===== src/rtl/pica_pkg.sv =====
// Package for the PI controller with back-calculation anti-windup.
// Holds widths, constants, register indexes, sequencer states and the control
// and configuration structs shared by all files. No dependencies.
package pica_pkg;

  localparam int unsigned DataW   = 16;
  localparam int unsigned AccW    = 32;
  localparam int unsigned CfgIdxW = 3;
  localparam int unsigned PShift  = 4;
  localparam int unsigned OutShift = 15;

  // Error limits used in clamp mode.
  localparam logic signed [DataW-1:0] ErrHi = 16'sd255;
  localparam logic signed [DataW-1:0] ErrLo = -16'sd255;

  // Reset values of the output limits.
  localparam logic signed [DataW-1:0] OutMaxRst = 16'sh7fff;
  localparam logic signed [DataW-1:0] OutMinRst = 16'sh8000;

  typedef enum logic [CfgIdxW-1:0] {
    REG_KP      = 3'd0,
    REG_KI      = 3'd1,
    REG_KC      = 3'd2,
    REG_OUT_MAX = 3'd3,
    REG_OUT_MIN = 3'd4,
    REG_CLAMP   = 3'd5
  } cfg_reg_e;

  typedef enum logic [2:0] {
    S_IDLE,
    S_PROP,
    S_RAW,
    S_INT,
    S_FIN
  } pica_state_e;

  typedef enum logic [1:0] {
    MUL_KP,
    MUL_KI,
    MUL_KC
  } mul_sel_e;

  typedef enum logic [1:0] {
    ADD_RAW,
    ADD_INC,
    ADD_DEC
  } add_sel_e;

  typedef struct packed {
    logic     load_err;
    logic     prod_en;
    mul_sel_e mul_sel;
    add_sel_e add_sel;
    logic     load_out;
    logic     integ_en;
  } pica_ctrl_t;

  typedef struct packed {
    logic signed [DataW-1:0] kp;
    logic signed [DataW-1:0] ki;
    logic signed [DataW-1:0] kc;
    logic signed [DataW-1:0] out_max;
    logic signed [DataW-1:0] out_min;
    logic                    clamp_error;
  } pica_cfg_t;

endpackage


===== src/rtl/pica_in_if.sv =====
// Input channel of the PI controller: valid, ready and the sample pair.
// Depends on pica_pkg for the data width.
interface pica_in_if;
  logic                              valid;
  logic                              ready;
  logic signed [pica_pkg::DataW-1:0] reference;
  logic signed [pica_pkg::DataW-1:0] measured;

  modport source (output valid, output reference, output measured, input ready);
  modport sink   (input valid, input reference, input measured, output ready);
endinterface


===== src/rtl/pica_out_if.sv =====
// Output channel of the PI controller: valid, ready and the drive value.
// Depends on pica_pkg for the data width.
interface pica_out_if;
  logic                              valid;
  logic                              ready;
  logic signed [pica_pkg::DataW-1:0] drive_out;

  modport source (output valid, output drive_out, input ready);
  modport sink   (input valid, input drive_out, output ready);
endinterface


===== src/rtl/pica_seq.sv =====
// Sequencer of the PI controller: steps the shared multiplier and adder
// through one sample and tracks the output register. Depends on pica_pkg.
module pica_seq (
  input  logic                 clk_i,
  input  logic                 rst_ni,
  input  logic                 in_valid_i,
  output logic                 in_ready_o,
  input  logic                 out_ready_i,
  output logic                 out_valid_o,
  output pica_pkg::pica_ctrl_t ctrl_o
);

  pica_pkg::pica_state_e state_q, state_d;
  logic                  out_valid_q, out_valid_d;
  logic                  out_blocked;

  // A result is still waiting and will not leave this cycle.
  assign out_blocked = out_valid_q && !out_ready_i;

  // Next state.
  always_comb begin
    state_d = state_q;
    case (state_q)
      pica_pkg::S_IDLE: if (in_valid_i) state_d = pica_pkg::S_PROP;
      pica_pkg::S_PROP: state_d = pica_pkg::S_RAW;
      pica_pkg::S_RAW:  if (!out_blocked) state_d = pica_pkg::S_INT;
      pica_pkg::S_INT:  state_d = pica_pkg::S_FIN;
      pica_pkg::S_FIN:  state_d = pica_pkg::S_IDLE;
      default:          state_d = pica_pkg::S_IDLE;
    endcase
  end

  // Control outputs for the datapath.
  always_comb begin
    ctrl_o          = '0;
    ctrl_o.mul_sel  = pica_pkg::MUL_KP;
    ctrl_o.add_sel  = pica_pkg::ADD_RAW;
    in_ready_o      = 1'b0;
    case (state_q)
      pica_pkg::S_IDLE: begin
        in_ready_o      = 1'b1;
        ctrl_o.load_err = in_valid_i;
      end
      pica_pkg::S_PROP: begin
        ctrl_o.mul_sel = pica_pkg::MUL_KP;
        ctrl_o.prod_en = 1'b1;
      end
      pica_pkg::S_RAW: begin
        // Raw output and the integral product are formed together.
        ctrl_o.mul_sel  = pica_pkg::MUL_KI;
        ctrl_o.add_sel  = pica_pkg::ADD_RAW;
        ctrl_o.prod_en  = !out_blocked;
        ctrl_o.load_out = !out_blocked;
      end
      pica_pkg::S_INT: begin
        ctrl_o.mul_sel  = pica_pkg::MUL_KC;
        ctrl_o.prod_en  = 1'b1;
        ctrl_o.add_sel  = pica_pkg::ADD_INC;
        ctrl_o.integ_en = 1'b1;
      end
      pica_pkg::S_FIN: begin
        ctrl_o.add_sel  = pica_pkg::ADD_DEC;
        ctrl_o.integ_en = 1'b1;
      end
      default: begin
        in_ready_o = 1'b0;
      end
    endcase
  end

  // Output valid: set when a drive value is loaded, cleared on its transfer.
  always_comb begin
    out_valid_d = out_valid_q;
    if (ctrl_o.load_out) begin
      out_valid_d = 1'b1;
    end else if (out_ready_i) begin
      out_valid_d = 1'b0;
    end
  end

  always_ff @(posedge clk_i or negedge rst_ni) begin
    if (!rst_ni) begin
      state_q     <= pica_pkg::S_IDLE;
      out_valid_q <= 1'b0;
    end else begin
      state_q     <= state_d;
      out_valid_q <= out_valid_d;
    end
  end

  assign out_valid_o = out_valid_q;

endmodule


===== src/rtl/pica_datapath.sv =====
// Datapath of the PI controller: error limiter, one shared 16x16 multiplier,
// one shared 32-bit adder, output clamp and the integrator. Depends on pica_pkg.
module pica_datapath (
  input  logic                              clk_i,
  input  logic                              rst_ni,
  input  pica_pkg::pica_ctrl_t              ctrl_i,
  input  pica_pkg::pica_cfg_t               cfg_i,
  input  logic signed [pica_pkg::DataW-1:0] reference_i,
  input  logic signed [pica_pkg::DataW-1:0] measured_i,
  output logic signed [pica_pkg::DataW-1:0] drive_o
);

  logic signed [pica_pkg::DataW-1:0] diff, err_d, err_q;
  logic signed [pica_pkg::DataW-1:0] mul_a, mul_b;
  logic signed [pica_pkg::AccW-1:0]  mul_a_ext, mul_b_ext, prod_d, prod_q;
  logic        [pica_pkg::AccW-1:0]  add_a, add_b, sum;
  logic                              add_sub;
  logic signed [pica_pkg::DataW-1:0] raw, drv, exc_d, exc_q, drive_q;
  logic        [pica_pkg::AccW-1:0]  integ_q;

  // Error wraps to 16 bits, then is limited in clamp mode.
  always_comb begin
    diff  = reference_i - measured_i;
    err_d = diff;
    if (cfg_i.clamp_error) begin
      if (diff > pica_pkg::ErrHi) begin
        err_d = pica_pkg::ErrHi;
      end else if (diff < pica_pkg::ErrLo) begin
        err_d = pica_pkg::ErrLo;
      end
    end
  end

  // Shared multiplier operand selection.
  always_comb begin
    case (ctrl_i.mul_sel)
      pica_pkg::MUL_KP: begin
        mul_a = err_q;
        mul_b = cfg_i.kp;
      end
      pica_pkg::MUL_KI: begin
        mul_a = err_q;
        mul_b = cfg_i.ki;
      end
      pica_pkg::MUL_KC: begin
        mul_a = exc_q;
        mul_b = cfg_i.kc;
      end
      default: begin
        mul_a = err_q;
        mul_b = cfg_i.kp;
      end
    endcase
  end

  assign mul_a_ext = pica_pkg::AccW'(mul_a);
  assign mul_b_ext = pica_pkg::AccW'(mul_b);
  assign prod_d    = mul_a_ext * mul_b_ext;

  // Shared adder: raw accumulation, then the two integrator updates.
  always_comb begin
    case (ctrl_i.add_sel)
      pica_pkg::ADD_RAW: begin
        add_a   = prod_q << pica_pkg::PShift;
        add_b   = integ_q;
        add_sub = 1'b0;
      end
      pica_pkg::ADD_INC: begin
        add_a   = integ_q;
        add_b   = prod_q;
        add_sub = 1'b0;
      end
      pica_pkg::ADD_DEC: begin
        add_a   = integ_q;
        add_b   = prod_q;
        add_sub = 1'b1;
      end
      default: begin
        add_a   = integ_q;
        add_b   = prod_q;
        add_sub = 1'b0;
      end
    endcase
    sum = add_a + (add_b ^ {pica_pkg::AccW{add_sub}}) + pica_pkg::AccW'(add_sub);
  end

  // Output clamp, upper limit first; inverted limits give max above it, else min.
  always_comb begin
    raw = sum[pica_pkg::OutShift +: pica_pkg::DataW];
    if (raw > cfg_i.out_max) begin
      drv = cfg_i.out_max;
    end else if (raw < cfg_i.out_min) begin
      drv = cfg_i.out_min;
    end else begin
      drv = raw;
    end
    exc_d = raw - drv;
  end

  // Payload registers.
  always_ff @(posedge clk_i) begin
    if (ctrl_i.load_err) begin
      err_q <= err_d;
    end
    if (ctrl_i.prod_en) begin
      prod_q <= prod_d;
    end
    if (ctrl_i.load_out) begin
      drive_q <= drv;
      exc_q   <= exc_d;
    end
  end

  // Integrator, cleared by reset and wrapping modulo 2^32.
  always_ff @(posedge clk_i or negedge rst_ni) begin
    if (!rst_ni) begin
      integ_q <= '0;
    end else if (ctrl_i.integ_en) begin
      integ_q <= sum;
    end
  end

  assign drive_o = drive_q;

endmodule


===== src/rtl/pi_controller_antiwindup_top.sv =====
// PI controller with back-calculation anti-windup, top level.
// After an input transfer the sequencer steps through S_PROP and S_RAW, where the
// drive value is registered. One sample at a time is taken: the single shared
// multiplier and adder go through the proportional, integral and anti-windup terms.
// The raw-output step waits while an earlier drive value has not been taken.
// Reset clears the integrator and loads the register reset values; no clearing pass.
module pi_controller_antiwindup_top (
  input  logic                                clk_i,
  input  logic                                rst_ni,
  pica_in_if.sink                             in_if,
  pica_out_if.source                          out_if,
  input  logic                                cfg_we_i,
  input  logic [pica_pkg::CfgIdxW-1:0]        cfg_idx_i,
  input  logic [pica_pkg::DataW-1:0]          cfg_wdata_i
);

  pica_pkg::pica_cfg_t  cfg_q;
  pica_pkg::pica_ctrl_t ctrl;
  logic                 in_ready;
  logic                 out_valid;

  // Configuration registers; writes to unknown indexes are ignored.
  always_ff @(posedge clk_i or negedge rst_ni) begin
    if (!rst_ni) begin
      cfg_q.kp          <= '0;
      cfg_q.ki          <= '0;
      cfg_q.kc          <= '0;
      cfg_q.out_max     <= pica_pkg::OutMaxRst;
      cfg_q.out_min     <= pica_pkg::OutMinRst;
      cfg_q.clamp_error <= 1'b1;
    end else if (cfg_we_i) begin
      case (cfg_idx_i)
        pica_pkg::REG_KP:      cfg_q.kp          <= cfg_wdata_i;
        pica_pkg::REG_KI:      cfg_q.ki          <= cfg_wdata_i;
        pica_pkg::REG_KC:      cfg_q.kc          <= cfg_wdata_i;
        pica_pkg::REG_OUT_MAX: cfg_q.out_max     <= cfg_wdata_i;
        pica_pkg::REG_OUT_MIN: cfg_q.out_min     <= cfg_wdata_i;
        pica_pkg::REG_CLAMP:   cfg_q.clamp_error <= cfg_wdata_i[0];
        default: ;
      endcase
    end
  end

  pica_seq u_seq (
    .clk_i       (clk_i),
    .rst_ni      (rst_ni),
    .in_valid_i  (in_if.valid),
    .in_ready_o  (in_ready),
    .out_ready_i (out_if.ready),
    .out_valid_o (out_valid),
    .ctrl_o      (ctrl)
  );

  pica_datapath u_datapath (
    .clk_i       (clk_i),
    .rst_ni      (rst_ni),
    .ctrl_i      (ctrl),
    .cfg_i       (cfg_q),
    .reference_i (in_if.reference),
    .measured_i  (in_if.measured),
    .drive_o     (out_if.drive_out)
  );

  assign in_if.ready  = in_ready;
  assign out_if.valid = out_valid;

  // The block is busy in the cycle after an input transfer.
  assert property (@(posedge clk_i) disable iff (!rst_ni)
    (in_if.valid && in_ready) |=> !in_ready)
    else $error("input accepted while a sample is in progress");

  // A new drive value never overwrites one that is still waiting.
  assert property (@(posedge clk_i) disable iff (!rst_ni)
    ctrl.load_out |-> !(out_valid && !out_if.ready))
    else $error("pending drive value overwritten");

  // The integrator only moves while a sample is being processed.
  assert property (@(posedge clk_i) disable iff (!rst_ni)
    ctrl.integ_en |-> !in_ready)
    else $error("integrator updated while idle");

  // A drive value is loaded in S_RAW, after S_PROP follows an input transfer,
  // whenever the output side was free.
  assert property (@(posedge clk_i) disable iff (!rst_ni)
    (in_if.valid && in_ready) |=> ##1 (ctrl.load_out || (out_valid && !out_if.ready)))
    else $error("drive value not produced on schedule");

endmodule

===== src/flat_wrapper.sv =====
// flat-port wrapper written by rule: the top's interface ports become plain ports
module pi_controller_antiwindup_top_flat 
  (clk_i, rst_ni, cfg_we_i, cfg_idx_i, cfg_wdata_i, in_if_valid, in_if_reference, in_if_measured, in_if_ready, out_if_valid, out_if_drive_out, out_if_ready);
  pica_in_if in_if_i ();
  pica_out_if out_if_i ();
  input  logic clk_i;
  input  logic rst_ni;
  input  logic cfg_we_i;
  input  logic [pica_pkg::CfgIdxW-1:0] cfg_idx_i;
  input  logic [pica_pkg::DataW-1:0] cfg_wdata_i;
  input wire logic [$bits(in_if_i.valid)-1:0] in_if_valid;
  input wire logic [$bits(in_if_i.reference)-1:0] in_if_reference;
  input wire logic [$bits(in_if_i.measured)-1:0] in_if_measured;
  output wire logic [$bits(in_if_i.ready)-1:0] in_if_ready;
  output wire logic [$bits(out_if_i.valid)-1:0] out_if_valid;
  output wire logic [$bits(out_if_i.drive_out)-1:0] out_if_drive_out;
  input wire logic [$bits(out_if_i.ready)-1:0] out_if_ready;
  assign in_if_i.valid = in_if_valid;
  assign in_if_i.reference = in_if_reference;
  assign in_if_i.measured = in_if_measured;
  assign in_if_ready = in_if_i.ready;
  assign out_if_valid = out_if_i.valid;
  assign out_if_drive_out = out_if_i.drive_out;
  assign out_if_i.ready = out_if_ready;
  pi_controller_antiwindup_top u_core (.clk_i(clk_i), .rst_ni(rst_ni), .in_if(in_if_i), .out_if(out_if_i), .cfg_we_i(cfg_we_i), .cfg_idx_i(cfg_idx_i), .cfg_wdata_i(cfg_wdata_i));
endmodule

===== config.mk =====
export PLATFORM = sky130hd
export DESIGN_NAME = pi_controller_antiwindup_top_flat
export DESIGN_NICKNAME = d
export VERILOG_FILES = /design/src/rtl/pica_pkg.sv /design/src/rtl/pica_in_if.sv /design/src/rtl/pica_out_if.sv /design/src/rtl/pica_seq.sv /design/src/rtl/pica_datapath.sv /design/src/rtl/pi_controller_antiwindup_top.sv /design/src/flat_wrapper.sv
export SDC_FILE = /design/constraint.sdc
export NUM_CORES = 1
export LEC_CHECK = 0
export BUFFER_PORTS_ARGS = -buffer_cell sky130_fd_sc_hd__buf_4
export CAP_MARGIN = 15
export CORE_AREA = 4 4 235 329
export DETAILED_ROUTE_END_ITERATION = 16
export DIE_AREA = 0 0 239 333
export PLACE_DENSITY = 0.42
export SYNTH_ARGS = -nofsm -noshare
export SYNTH_HDL_FRONTEND = slang
export SYNTH_SLANG_ARGS = --single-unit

===== constraint.sdc =====
create_clock -name clk_i -period 11 [get_ports clk_i]
set_input_delay 2.2 -clock clk_i [delete_from_list [all_inputs] [get_ports clk_i]]
set_output_delay 2.2 -clock clk_i [all_outputs]
set_load 0.03 [all_outputs]

Yosys cells after proc, flatten, opt, wreduce, memory -nomap -nowiden

Cells that the tools add are included.

Register bits: 197
Input port bits: 56
Output and inout bits: 18
Word-level logic and storage cells: 73

Add/sub/neg operators: 4
$mul: 1
Order comparisons: 4
Equal/unequal tests: 14
Multiplexer cells: 21
Bitwise logic cells: 1
Reduce and logical (&&, ||, !) cells: 15

Operators by type and width:

| operator                                                                          | number |
|---|---|
| 16-bit 2-to-1 mux                                                                 | 6 |
| 32-bit 2-to-1 mux                                                                 | 2 |
| 32-bit by 1-bit adder with 32-bit output                                          | 1 |
| 32-bit adder                                                                      | 1 |
| 16-bit by 16-bit multiplier with 32-bit output                                    | 1 |
| 16-bit one-hot mux with 2 select lines                                            | 1 |
| 16-bit subtractor                                                                 | 2 |
| 32-bit bitwise XOR                                                                | 1 |
| 16-bit greater-than comparator                                                    | 1 |
| 16-bit by 9-bit greater-than comparator with 1-bit output (second input constant) | 1 |
| 16-bit < comparator                                                               | 1 |
| 16-bit by 9-bit < comparator with 1-bit output (second input constant)            | 1 |
| 2-bit AND reduction                                                               | 7 |
| 3-bit by 2-bit equality test with 1-bit output (second input constant)            | 4 |
| 3-bit one-hot mux with 4 select lines                                             | 1 |
| 3-bit equality test (second input constant)                                       | 3 |
| 3-bit one-hot mux with 3 select lines                                             | 1 |
| 1-bit 2-to-1 mux                                                                  | 7 |
| 3-bit by 1-bit equality test with 1-bit output (second input constant)            | 2 |
| 3-bit logical NOT                                                                 | 2 |
| 3-bit 2-to-1 mux                                                                  | 2 |
| 2-bit equality test (second input constant)                                       | 2 |
| 2-bit inequality test (second input constant)                                     | 2 |
| 2-bit one-hot mux with 2 select lines                                             | 1 |
| 6 further kinds                                                                   | 7 |

Depth between registers and ports, before layout

Gate-level depths: netlist (run 1).

Word-level depth: 11
Mapped depth: 43
Gate-level depth less buffers: 39

By module

A second synthesis (run 1) with hierarchy kept.

Cell total of the unflattened synthesis: 2,362
Area total of the unflattened synthesis: 22,648.0 sq um

Modules (own cells, without submodules):

| module                       | instances | cells an instance | area an instance (sq um) | seq. area each (sq um) |
|---|---|---|---|---|
| pica_datapath                | 1         | 2,161             | 19,261.0                 | 3,148.0 |
| pi_controller_antiwindup_top | 1         | 176               | 3,136.8                  | 2,048.2 |
| pica_seq                     | 1         | 25                | 250.2                    | 100.1 |

Worst setup path before layout (run 1)

No wires, ideal clock.

Path type: reg2reg
Start point: register u_core.u_seq.state_q[2]
End point: register u_core.u_datapath.prod_q[27] (netlist bit) (data pin)
Setup time: 0.258 ns
Arrival time: 8.288 ns
Data required time: 10.742 ns
Slack: 2.455 ns
Cell stages (with the launch flop): 32
Path buffers: 4
Period minus slack after synthesis: 8.545 ns
Cells stage by stage: dfrtp_1 > nand3b_2 > inv_1 > buf_1 > ha_1 > clkbuf_1 > buf_1 > clkbuf_1 > mux2i_1 > nor2_1 > fa_1 > inv_1 > fa_1 > fa_1 > fa_1 > inv_1 > fa_1 > inv_1 > fa_1 > inv_1 > ha_1 > a21o_1 > a21o_1 > a21oi_1 > o21ai_0 > a21oi_1 > a21oi_1 > a41oi_1 > nor4b_1 > o21ai_0 > a21oi_1 > xnor2_1

Longest elaborated chain between the ends: 5
Elaborated cells between the ends (all ways): 9
Those cells by class: mul (1); eq/ne (5); mux (3)

RTL lines:

| element                                                                                                          | line                 | RTL |
|---|---|---|
| from (decl)                                                                                                      | pica_seq.sv:13       | `pica_pkg::pica_state_e state_q, state_d;` |
| from (signal assigned)                                                                                           | pica_seq.sv:83       | `state_q <= pica_pkg::S_IDLE;` |
| from (signal assigned)                                                                                           | pica_seq.sv:86       | `state_q <= state_d;` |
| 3-bit by 2-bit equality test with 1-bit output or 3-bit by 1-bit equality test with 1-bit output (tied branches) | pica_seq.sv:39       | `case (state_q)` |
| 3-bit one-hot mux with 3 select lines (*)                                                                        | pica_seq.sv:39       |  |
| 2-bit equality test or 2-bit by 1-bit equality test with 1-bit output (tied branches)                            | pica_datapath.sv:36  | `case (ctrl_i.mul_sel)` |
| 16-bit one-hot mux with 2 select lines or 16-bit 2-to-1 mux (tied branches)                                      | pica_datapath.sv:36  |  |
| 16-bit by 16-bit multiplier with 32-bit output (*)                                                               | pica_datapath.sv:58  | `assign prod_d = mul_a_ext * mul_b_ext;` |
| via u_core.u_datapath.prod_d (one bit)                                                                           | pica_datapath.sv:15  | `logic signed [pica_pkg::AccW-1:0] mul_a_ext, mul_b_ext, prod_d, prod_q;` |
| to (signal assigned)                                                                                             | pica_datapath.sv:106 | `prod_q <= prod_d;` |
| to (decl)                                                                                                        | pica_datapath.sv:15  |  |

The timed path passes the listed nets; every way through them passes the cells marked *.
A chain may end at the register's enable or synchronous reset.

Worst setup path in the final report (run 1)

Same ends and word-level chain as after synthesis.

==> results of run 1 <==
## placed cells by master, fill, tap and decap left out, types with 5 or more instances in the layout
master	Yosys	final
xor2_1	28	28
o21a_1	13	13
o21ai_1	8	8
o31ai_1	5	5
edfxtp_1	79	79
xnor2_1	70	70
a31o_2	5	5
a31oi_1	11	11
buf_4	0	129
o211ai_1	11	11
or2_2	13	13
mux2i_1	19	19
a22oi_1	19	19
and3_1	5	5
and2_1	25	25
nand4_1	14	14
nand2b_1	16	16
a21oi_1	153	153
o22ai_1	24	24
nand3_1	20	20
clkbuf_16	0	17
or3_1	9	9
fa_1	259	259
nor2_1	230	229
dfrtp_1	99	99
dfstp_2	17	17
a21o_1	31	31
nor4_1	5	5
nand2_1	330	329
a211oi_1	26	25
mux2_2	79	79
inv_1	367	367
o21ai_0	75	75
nor2b_1	6	6
nor3_1	14	12
o21bai_1	13	13
ha_1	165	164
## metrics by stage
stage          instances  instance area, µm²  worst slack (ns)
6_report            3466               24710             1.443
5_1_grt             3466               24710            0.6925
4_1_cts             3465               24690             1.366
3_5_place_dp        3433               24120             1.397
3_3_place_gp        3433               24120             1.497
2_1_floorplan       2421               22210             2.455
## sequential cells by signal, summed over array words and instances (netlist names)
register,flops
u_core.u_datapath.integ_q,31
u_core.u_datapath.exc_q,16
u_core.cfg_q,81
u_core.u_datapath.err_q,16
u_core.u_datapath.drive_o,16
u_core.u_datapath.prod_q,31
u_core.u_seq.state_q,3
u_core.u_seq.out_valid_o,1
## metal layers
layer,routed length [µm],vias to the layer above,global-route usage
met5,0,-,0
met4,2756,0,0.07174
met3,1760,98,0.01699
met2,38230,317,0.3394
met1,29020,8815,0.2238
li1,-,8092,-
## final cells by class
| class | instances | area, µm² |
|---|---|---|
| Fill cell | 7664 | 49260 |
| Multi-Input combinational cell | 1782 | 15270 |
| Sequential cell | 195 | 5296 |
| Inverter | 367 | 1378 |
| Tap cell | 960 | 1201 |
| Timing Repair Buffer | 130 | 983.4 |
| Clock buffer | 18 | 429.2 |
| Clock inverter | 14 | 146.4 |
## cell families (layout without fill, tap and decap cells)
family	after synthesis	after routing	share of synthesized area
flip-flops	195	195	0.2385
buffers and inverters	444	529	0.07600
multiplexers	101	101	0.05014
AO/OA/AOI/OAI	443	443	0.1287
XOR/XNOR	100	100	0.04068
adder cells (fa/ha/maj)	427	427	0.3278
AND/OR/NAND/NOR	711	711	0.1382
## worst register-to-register path, delay by kind of cell, from the launching register on
| kind | cells | cell delay, ns |
|---|---|---|
| simple gates | 3 | 1.36 |
| flops | 1 | 0.45 |
| xor+xnor | 1 | 0.08 |
| fa+ha+maj | 8 | 4.12 |
| compound gates | 11 | 2.76 |
| buf+inv | 4 | 0.55 |
## final timing paths
kind                                            endpoint  slack (ns)  cells past startpoint
max                         u_core.u_datapath.prod_q[27]        1.44                     27
min                         u_core.u_datapath.integ_q[0]        0.51                      1
max reg2reg                 u_core.u_datapath.prod_q[27]        1.44                     27
min reg2reg                 u_core.u_datapath.integ_q[0]        0.51                      1
max in group asynchronous  u_core.u_datapath.integ_q[28]        7.77                      2
min in group asynchronous   u_core.u_datapath.integ_q[6]        1.76                      1
==> key figures, run 1 <==
Yosys
  – EDFF count, synth: 79
  – Post-synth top flop: dfrtp_1
  – Yosys warning total: 0
  – Asr flop ratio synth: 0.5949
  – Mapped Area: 22210 µm²
  – Register bit total from synthesis: 195
  – Post-Syn Instances: 2421
  – Ranking of synthesized cells by area: fa_1 23%, dfrtp_1 11%, edfxtp_1 11%
  – Post-synth top cells: 367 x inv_1, 330 x nand2_1, 259 x fa_1, 230 x nor2_1, 165 x ha_1
  – Yosys cell types: 90
  – Seq/Total Area, Yosys: 0.2385
  – Most common cell in the netlist: inv_1
  – Syn Nets: 2901
  – Yosys top cell area share: 0.2335
  – Synthesized area per cell: 9.173 µm²
  – Largest area contributor in the netlist: fa_1

Clocking
  – Hold Buf Count CTS: 0
  – TritonCTS clock tree: built
  – Post CTS Setup Buffer Count: 0
  – Total CTS buffers: 17
  – CTS clk-pin slew, worst paths: 0.08 ns
  – H-tree levels: 4
  – Worst-skew pair later-pin latency: 0.50 ns
  – Clk root buf: clkbuf_16
  – Buffer depth of the longest clock path: 2
  – # clock sinks: 195
  – CTS resizes: 0

Global routing
  – Initial antenna violation count: 2
  – GRT Overall Usage: 0.1856
  – GRT Residual Overflow: 0
  – Vias in the first global route: 18630
  – Largest net degree at the start of global routing: 72
  – First-pass GRT wire length: 112.9 mm

Timing
  – Worst Skew: 0.01617 ns
  – Final Hold Viols: 0
  – Slew @ Worst Pin: 1.032 ns
  – Fmax: 104.6 MHz
  – Min Clock Period, post-route: 9.557 ns
  – Setup TNS: 0 ns
  – RSZ-0062 raised after global routing: no
  – Min Hold Slack: 0.5097 ns
  – Tcrit/Tclk final: 0.8688
  – Slew Viols, Final: 0
  – Max_slew headroom: 0.2926
  – Final setup viols: 0

Routing
  – Avg Vias per Cell: 4.998
  – Drt total wl: 71.77 mm
  – First-pass DRT Iterations: 5
  – DRT iter0 DRCs: 969
  – Residual DRC: 0
  – Final ANT Viol Nets: 0
  – WL/cell: 20.71 µm
  – Via Count: 17320

Placement
  – Final HPWL DP: 58.00 mm
  – Final GP Congestion: 0.8981
  – # port buffers: 73

Die
  – Num rows: 118
  – Initial Utilization: 0.3002
  – Core Area: 73970 µm²
  – Die H: 333 µm
  – Ports: 74
  – Chip width: 239 µm
  – Die footprint: 79590 µm²

Setup path
  – Most frequent CP cell: fa_1
  – FF-to-FF Start: u_core.u_seq.state_q[2]
  – Critical path's top delay family: adder cells
  – Crit Path Max Fanout: 26
  – Critical path type: reg -> reg
  – CP max stage cell: ha_2
  – Crit path required time: 11.25 ns
  – Critical path buffer and inverter count: 4
  – Setup crit start: u_core.u_seq.state_q[2]
  – Max incr delay on CP: 0.69 ns
  – Critical path capture point type: flop
  – Startpoint Class: flop
  – WP data arrival: 9.80 ns

Cells and area
  – Area growth, synth to finish: 11.26%
  – # diodes: 0
  – Layout net count: 2973
  – Share of layout cells above drive strength 1: 0.1229
  – Final Core Density: 0.3340

Job
  – Max-cap violations: 0

Status
  – Outcome: completed

Min path
  – Worst hold path type: reg -> reg
  – Worst hold start: u_core.u_datapath.integ_q[0]
Power of run 1 is left out: the tool's default activity adds up to more than one toggle a clock period on the data nets, which glitch-free logic cannot reach.
==> run 2: changes to the inputs <==
CORE_AREA = 4 4 331 235   (was 4 4 235 329)
DIE_AREA = 0 0 335 239   (was 0 0 239 333)
PLACE_DENSITY = 0.47   (was 0.42)
==> run 2 against run 1 <==
Setup slack worse by 0.10 ns. Count of clock-buffer cells in the layout down 1. Flip-flop and latch count is the same. Wire length down 3.4%. Highest routed layer unchanged. Critical path depth grew 7. Clock skew rose by 0.00071 ns. Largest cell class unchanged.
==> key figures, run 2 (synthesis results as in run 1) <==
Timing
  – Slew @ Worst Pin: 1.224 ns (was 1.032 ns)
  – Min Clock Period, post-route: 9.658 ns (was 9.557 ns)
  – RSZ-0062 raised after global routing: no (unchanged)
  – Tcrit/Tclk final: 0.8780 (was 0.8688)
  – Setup TNS: 0 ns (unchanged)
  – Final setup viols: 0 (unchanged)
  – Slew Viols, Final: 0 (unchanged)
  – Fmax: 103.5 MHz (was 104.6 MHz)
  – Worst Skew: 0.01688 ns (was 0.01617 ns)
  – Max_slew headroom: 0.1786 (was 0.2926)
  – Final Hold Viols: 0 (unchanged)

Routing
  – Drt total wl: 69.29 mm (was 71.77 mm)
  – Residual DRC: 0 (unchanged)
  – First-pass DRT Iterations: 5 (unchanged)
  – WL/cell: 19.82 µm (was 20.71 µm)
  – Via Count: 17450 (was 17320)
  – Final ANT Viol Nets: 0 (unchanged)
  – Avg Vias per Cell: 4.991 (was 4.998)
  – DRT iter0 DRCs: 1296 (was 969)

Cells and area
  – Share of layout cells above drive strength 1: 0.1249 (was 0.1229)
  – Area growth, synth to finish: 11.67% (was 11.26%)
  – Biggest regs: u_core.cfg_q (81), u_core.u_datapath.integ_q (31), u_core.u_datapath.prod_q (31) (unchanged)
  – Top reg by flops: u_core.cfg_q (unchanged)
  – Commonest non-fill, non-tap cell in the layout: inv_1 (unchanged)
  – Max reg flops: 81 (unchanged)
  – Most frequent cells in the layout: 367 x inv_1, 329 x nand2_1, 259 x fa_1, 229 x nor2_1, 164 x ha_1 (unchanged)
  – Layout net count: 2973 (unchanged)

Min path
  – Hold path cells: 1 (unchanged)
  – Worst hold path type: reg -> reg (unchanged)

Setup path
  – Critical path type: reg -> reg (unchanged)
  – Critical path capture point type: flop (unchanged)
  – Max incr delay on CP: 0.57 ns (was 0.69 ns)
  – WP data arrival: 9.88 ns (was 9.80 ns)
  – Critical path's top delay family: compound AO/OA/AOI/OAI gates (was adder cells)
  – Startpoint Class: flop (unchanged)
  – Crit Path Max Fanout: 29 (was 26)
  – Critical path buffer and inverter count: 3 (was 4)
  – Crit path required time: 11.22 ns (was 11.25 ns)
  – WP depth: 34 (was 27)
  – R2R depth: 34 (was 27)
  – CP max stage cell: nand2_2 (was ha_2)

Die
  – Num rows: 84 (was 118)
  – Chip width: 335 µm (was 239 µm)
  – Initial Utilization: 0.2976 (was 0.3002)
  – Core Area: 74620 µm² (was 73970 µm²)
  – Ports: 74 (unchanged)
  – Die footprint: 80070 µm² (was 79590 µm²)
  – Die H: 239 µm (was 333 µm)

Global routing
  – GRT Overall Usage: 0.1756 (was 0.1856)
  – GRT Residual Overflow: 0 (unchanged)
  – First-pass GRT wire length: 108.2 mm (was 112.9 mm)
  – Initial antenna violation count: 2 (unchanged)
  – Largest net degree at the start of global routing: 75 (was 72)
  – Vias in the first global route: 17630 (was 18630)

Clocking
  – Post CTS Setup Buffer Count: 0 (unchanged)
  – CTS clk-pin slew, worst paths: 0.09 ns (was 0.08 ns)
  – Clk root buf: clkbuf_16 (unchanged)
  – Worst-skew pair later-pin latency: 0.46 ns (was 0.50 ns)
  – Hold Buf Count CTS: 0 (unchanged)
  – Buffer depth of the longest clock path: 2 (unchanged)
  – Total CTS buffers: 17 (unchanged)
  – H-tree levels: 4 (unchanged)
  – # clock sinks: 195 (unchanged)
  – CTS resizes: 0 (unchanged)
  – TritonCTS clock tree: built (unchanged)

Placement
  – Final GP Congestion: 0.8957 (was 0.8981)
  – Final HPWL DP: 55.60 mm (was 58.00 mm)
  – # port buffers: 73 (unchanged)

Job
  – Max-cap violations: 0 (unchanged)

Status
  – Outcome: completed (unchanged)
==> run 2: cell types whose count changed in the layout (fill, tap and decap cells not counted), moves of 2 or more <==
cell | previous run | this run
a21oi_2 | 2 | 5
a21oi_1 | 153 | 150
inv_12 | 0 | 3
clkinv_8 | 1 | 4
clkinv_4 | 3 | 1
==> run 2: area by class of cell <==
cell class | instances | area [µm²]
clock buffers | 17 | 425.4
flip-flops and latches | 195 | 5296
multi-input cells | 1782 | 15280
clock inverters | 15 | 200.2
inverters | 367 | 1378
diodes | 1 | 2.502
repair buffers | 130 | 975.9
well taps | 989 | 1237
fillers | 7730 | 49820
==> run 2: worst paths after layout <==
check                                                  start                            to  slack [ns]
max in group asynchronous                             rst_ni       u_core.u_seq.state_q[1]        7.74
worst max-delay path                 u_core.u_seq.state_q[2]   u_core.u_datapath.exc_q[12]        1.34
worst min register to register  u_core.u_datapath.integ_q[0]  u_core.u_datapath.integ_q[0]        0.51
worst max register to register       u_core.u_seq.state_q[2]   u_core.u_datapath.exc_q[12]        1.34
min in group asynchronous                             rst_ni  u_core.u_datapath.integ_q[5]        1.76
worst min-delay path            u_core.u_datapath.integ_q[0]  u_core.u_datapath.integ_q[0]        0.51
==> run 2: layer usage <==
metal  track usage  vias up  share of wire
met2        0.2542      568           0.41
met4       0.02579        0          0.010
li1              -     8119              -
met3       0.03525       51          0.072
met5             0        -              0
met1        0.2733     8710           0.51
==> run 2: metrics by stage <==
step                std cells  worst slack [ns]  hold slack, ns  utilization  instance area (µm²)
finish                   3496             1.342          0.5054       0.3323                24800
CTS                      3495             1.556          0.5065       0.3323                24800
floorplan                2421             2.455          0.4610            -                22210
detailed placement       3463             1.581          0.4847       0.3239                24170
global placement         3463             1.715          0.4744       0.3239                24170
global route             3495            0.7867          0.5207       0.3323                24800
Power of run 2 is left out for the same reason.
==> run 3: changes to the inputs <==
BUFFER_PORTS_ARGS = default   (was -buffer_cell sky130_fd_sc_hd__buf_4)
DONT_BUFFER_PORTS = 1   (was default)
PLACE_DENSITY = 0.46   (was 0.47)
==> run 3 against run 2 <==
Count of clock-buffer cells in the layout unchanged. Worst hold slack better by 0.0024 ns. Final area shrank 2.4%. Setup slack worse by 0.13 ns. Clock skew is 0.0012 ns higher. Global-route usage down 0.14 points. Flip-flop and latch count stayed put. Core utilization fell by 0.81 points. Die area is the same. Final cell count shrank 2.3%. Register-to-register slack worse by 0.13 ns. Critical path type unchanged.
==> key figures, run 3 (synthesis results as in run 1) <==
Status
  – Outcome: completed (unchanged)

Timing
  – Slew Viols, Final: 0 (unchanged)
  – Worst Skew: 0.01806 ns (was 0.01688 ns)
  – RSZ-0062 raised after global routing: no (unchanged)
  – Final Hold Viols: 0 (unchanged)
  – Tcrit/Tclk final: 0.8900 (was 0.8780)
  – Min Clock Period, post-route: 9.790 ns (was 9.658 ns)
  – Fmax: 102.1 MHz (was 103.5 MHz)
  – Setup TNS: 0 ns (unchanged)
  – Slew @ Worst Pin: 1.186 ns (was 1.224 ns)
  – Max_slew headroom: 0.2068 (was 0.1786)
  – Final setup viols: 0 (unchanged)

Global routing
  – GRT Overall Usage: 0.1742 (was 0.1756)
  – GR peak layer: met1 (unchanged)
  – First-pass GRT wire length: 106.3 mm (was 108.2 mm)
  – GR met2 Demand/Resource: 0.2498 (was 0.2542)
  – Initial antenna violation count: 3 (was 2)
  – Largest net degree at the start of global routing: 117 (was 75)
  – Met3 Usage GRT: 0.04352 (was 0.03525)
  – GR Layer Usage met1: 0.2652 (was 0.2733)
  – Vias in the first global route: 17370 (was 17630)
  – GRT Residual Overflow: 0 (unchanged)

Setup path
  – Startpoint Class: flop (unchanged)
  – WP data arrival: 10.01 ns (was 9.88 ns)
  – Critical path's top delay family: compound AO/OA/AOI/OAI gates (unchanged)
  – Setup crit start: u_core.u_seq.state_q[2] (unchanged)
  – FF-to-FF Start: u_core.u_seq.state_q[2] (unchanged)
  – Critical path capture point type: flop (unchanged)
  – Crit path required time: 11.22 ns (about the same)
  – Max incr delay on CP: 0.58 ns (was 0.57 ns)
  – Critical path type: reg -> reg (unchanged)
  – Crit Path Max Fanout: 55 (was 29)
  – Reg-to-reg slack, setup: 1.21 ns (was 1.34 ns)
  – Critical path buffer and inverter count: 4 (was 3)
  – CP max stage cell: nand3b_2 (was nand2_2)

Clocking
  – CTS clk-pin slew, worst paths: 0.09 ns (about the same)
  – Clk root buf: clkbuf_16 (unchanged)
  – H-tree levels: 4 (unchanged)
  – Worst-skew pair later-pin latency: 0.47 ns (was 0.46 ns)
  – TritonCTS clock tree: built (unchanged)
  – Post CTS Setup Buffer Count: 0 (unchanged)
  – Hold Buf Count CTS: 0 (unchanged)
  – Buffer depth of the longest clock path: 2 (unchanged)
  – Total CTS buffers: 17 (unchanged)
  – CTS resizes: 0 (unchanged)
  – # clock sinks: 195 (unchanged)

Die
  – Die footprint: 80070 µm² (unchanged)
  – Initial Utilization: 0.2976 (unchanged)
  – Die H: 239 µm (unchanged)
  – Core Area: 74620 µm² (unchanged)
  – Num rows: 84 (unchanged)
  – Ports: 74 (unchanged)
  – Chip width: 335 µm (unchanged)

Routing
  – DRT iter0 DRCs: 1295 (was 1296)
  – WL/cell: 20.16 µm (was 19.82 µm)
  – Via Count: 16970 (was 17450)
  – Drt total wl: 68.86 mm (was 69.29 mm)
  – Avg Vias per Cell: 4.969 (was 4.991)
  – First-pass DRT Iterations: 5 (unchanged)
  – Final ANT Viol Nets: 0 (unchanged)
  – Residual DRC: 0 (unchanged)

Cells and area
  – Design area: 24200 µm² (was 24800 µm²)
  – Max reg flops: 81 (unchanged)
  – Biggest regs: u_core.cfg_q (81), u_core.u_datapath.integ_q (31), u_core.u_datapath.prod_q (31) (unchanged)
  – Commonest non-fill, non-tap cell in the layout: inv_1 (unchanged)
  – Share of layout cells above drive strength 1: 0.09687 (was 0.1249)
  – Area growth, synth to finish: 8.964% (was 11.67%)
  – Layout net count: 2893 (was 2973)
  – # diodes: 0 (was 1)
  – Top reg by flops: u_core.cfg_q (unchanged)
  – Most frequent cells in the layout: 367 x inv_1, 329 x nand2_1, 259 x fa_1, 229 x nor2_1, 164 x ha_1 (unchanged)

Placement
  – Placed inst area: 23570 µm² (was 24170 µm²)
  – # port buffers: 0 (was 73)
  – Final GP Congestion: 0.9144 (was 0.8957)
  – Final HPWL DP: 55.25 mm (was 55.60 mm)

Min path
  – Worst hold path type: reg -> reg (unchanged)
  – Worst hold start: u_core.u_datapath.integ_q[19] (was u_core.u_datapath.integ_q[0])

Job
  – Max-cap violations: 0 (unchanged)
## run 3: changes by cell type in the layout (fill, tap and decap cells not counted), sizes merged
| cell | delta |
|---|---|
| buf | -80 |
| clkinv | -4 |
| diode | -1 |
| inv | +4 |
## run 3: metal layers
layer	vias up	share of wire
met5	-	0.00022
met4	2	0.017
met3	73	0.071
met2	510	0.40
met1	8433	0.51
li1	7951	-
## run 3: worst min-delay path: stages (launching register included)
cell and delay [ns]:
dfrtp_1 0.38, nand2_1 0.06, nand2_1 0.05
## run 3: cell type report
type	instances	area, µm²
Fill cell	7739	50420
Multi-Input combinational cell	1782	15290
Sequential cell	195	5296
Inverter	367	1378
Tap cell	989	1237
Clock buffer	17	425.4
Timing Repair Buffer	50	386.6
Clock inverter	15	185.2
## run 3: stage by stage
stage / hold WS, ns / utilization / worst slack, ns / instances
6_report: 0.5078 / 0.3243 / 1.210 / 3415
2_1_floorplan: 0.4610 / - / 2.455 / 2421
5_1_grt: 0.5281 / 0.3243 / 0.4193 / 3415
4_1_cts: 0.5067 / 0.3241 / 1.406 / 3414
3_5_place_dp: 0.4871 / 0.3159 / 1.439 / 3382
3_3_place_gp: 0.4772 / 0.3157 / 1.552 / 3381
## run 3: worst paths after layout
kind / end / cells after the start
min in group asynchronous: u_core.u_datapath.integ_q[8] / 0
setup / recovery: u_core.u_datapath.exc_q[13] / 37
max in group asynchronous: u_core.cfg_q[16] / 0
setup reg to reg: u_core.u_datapath.exc_q[13] / 37
hold / removal: u_core.u_datapath.integ_q[19] / 2
hold reg to reg: u_core.u_datapath.integ_q[19] / 2
Power of run 3 is left out for the same reason.
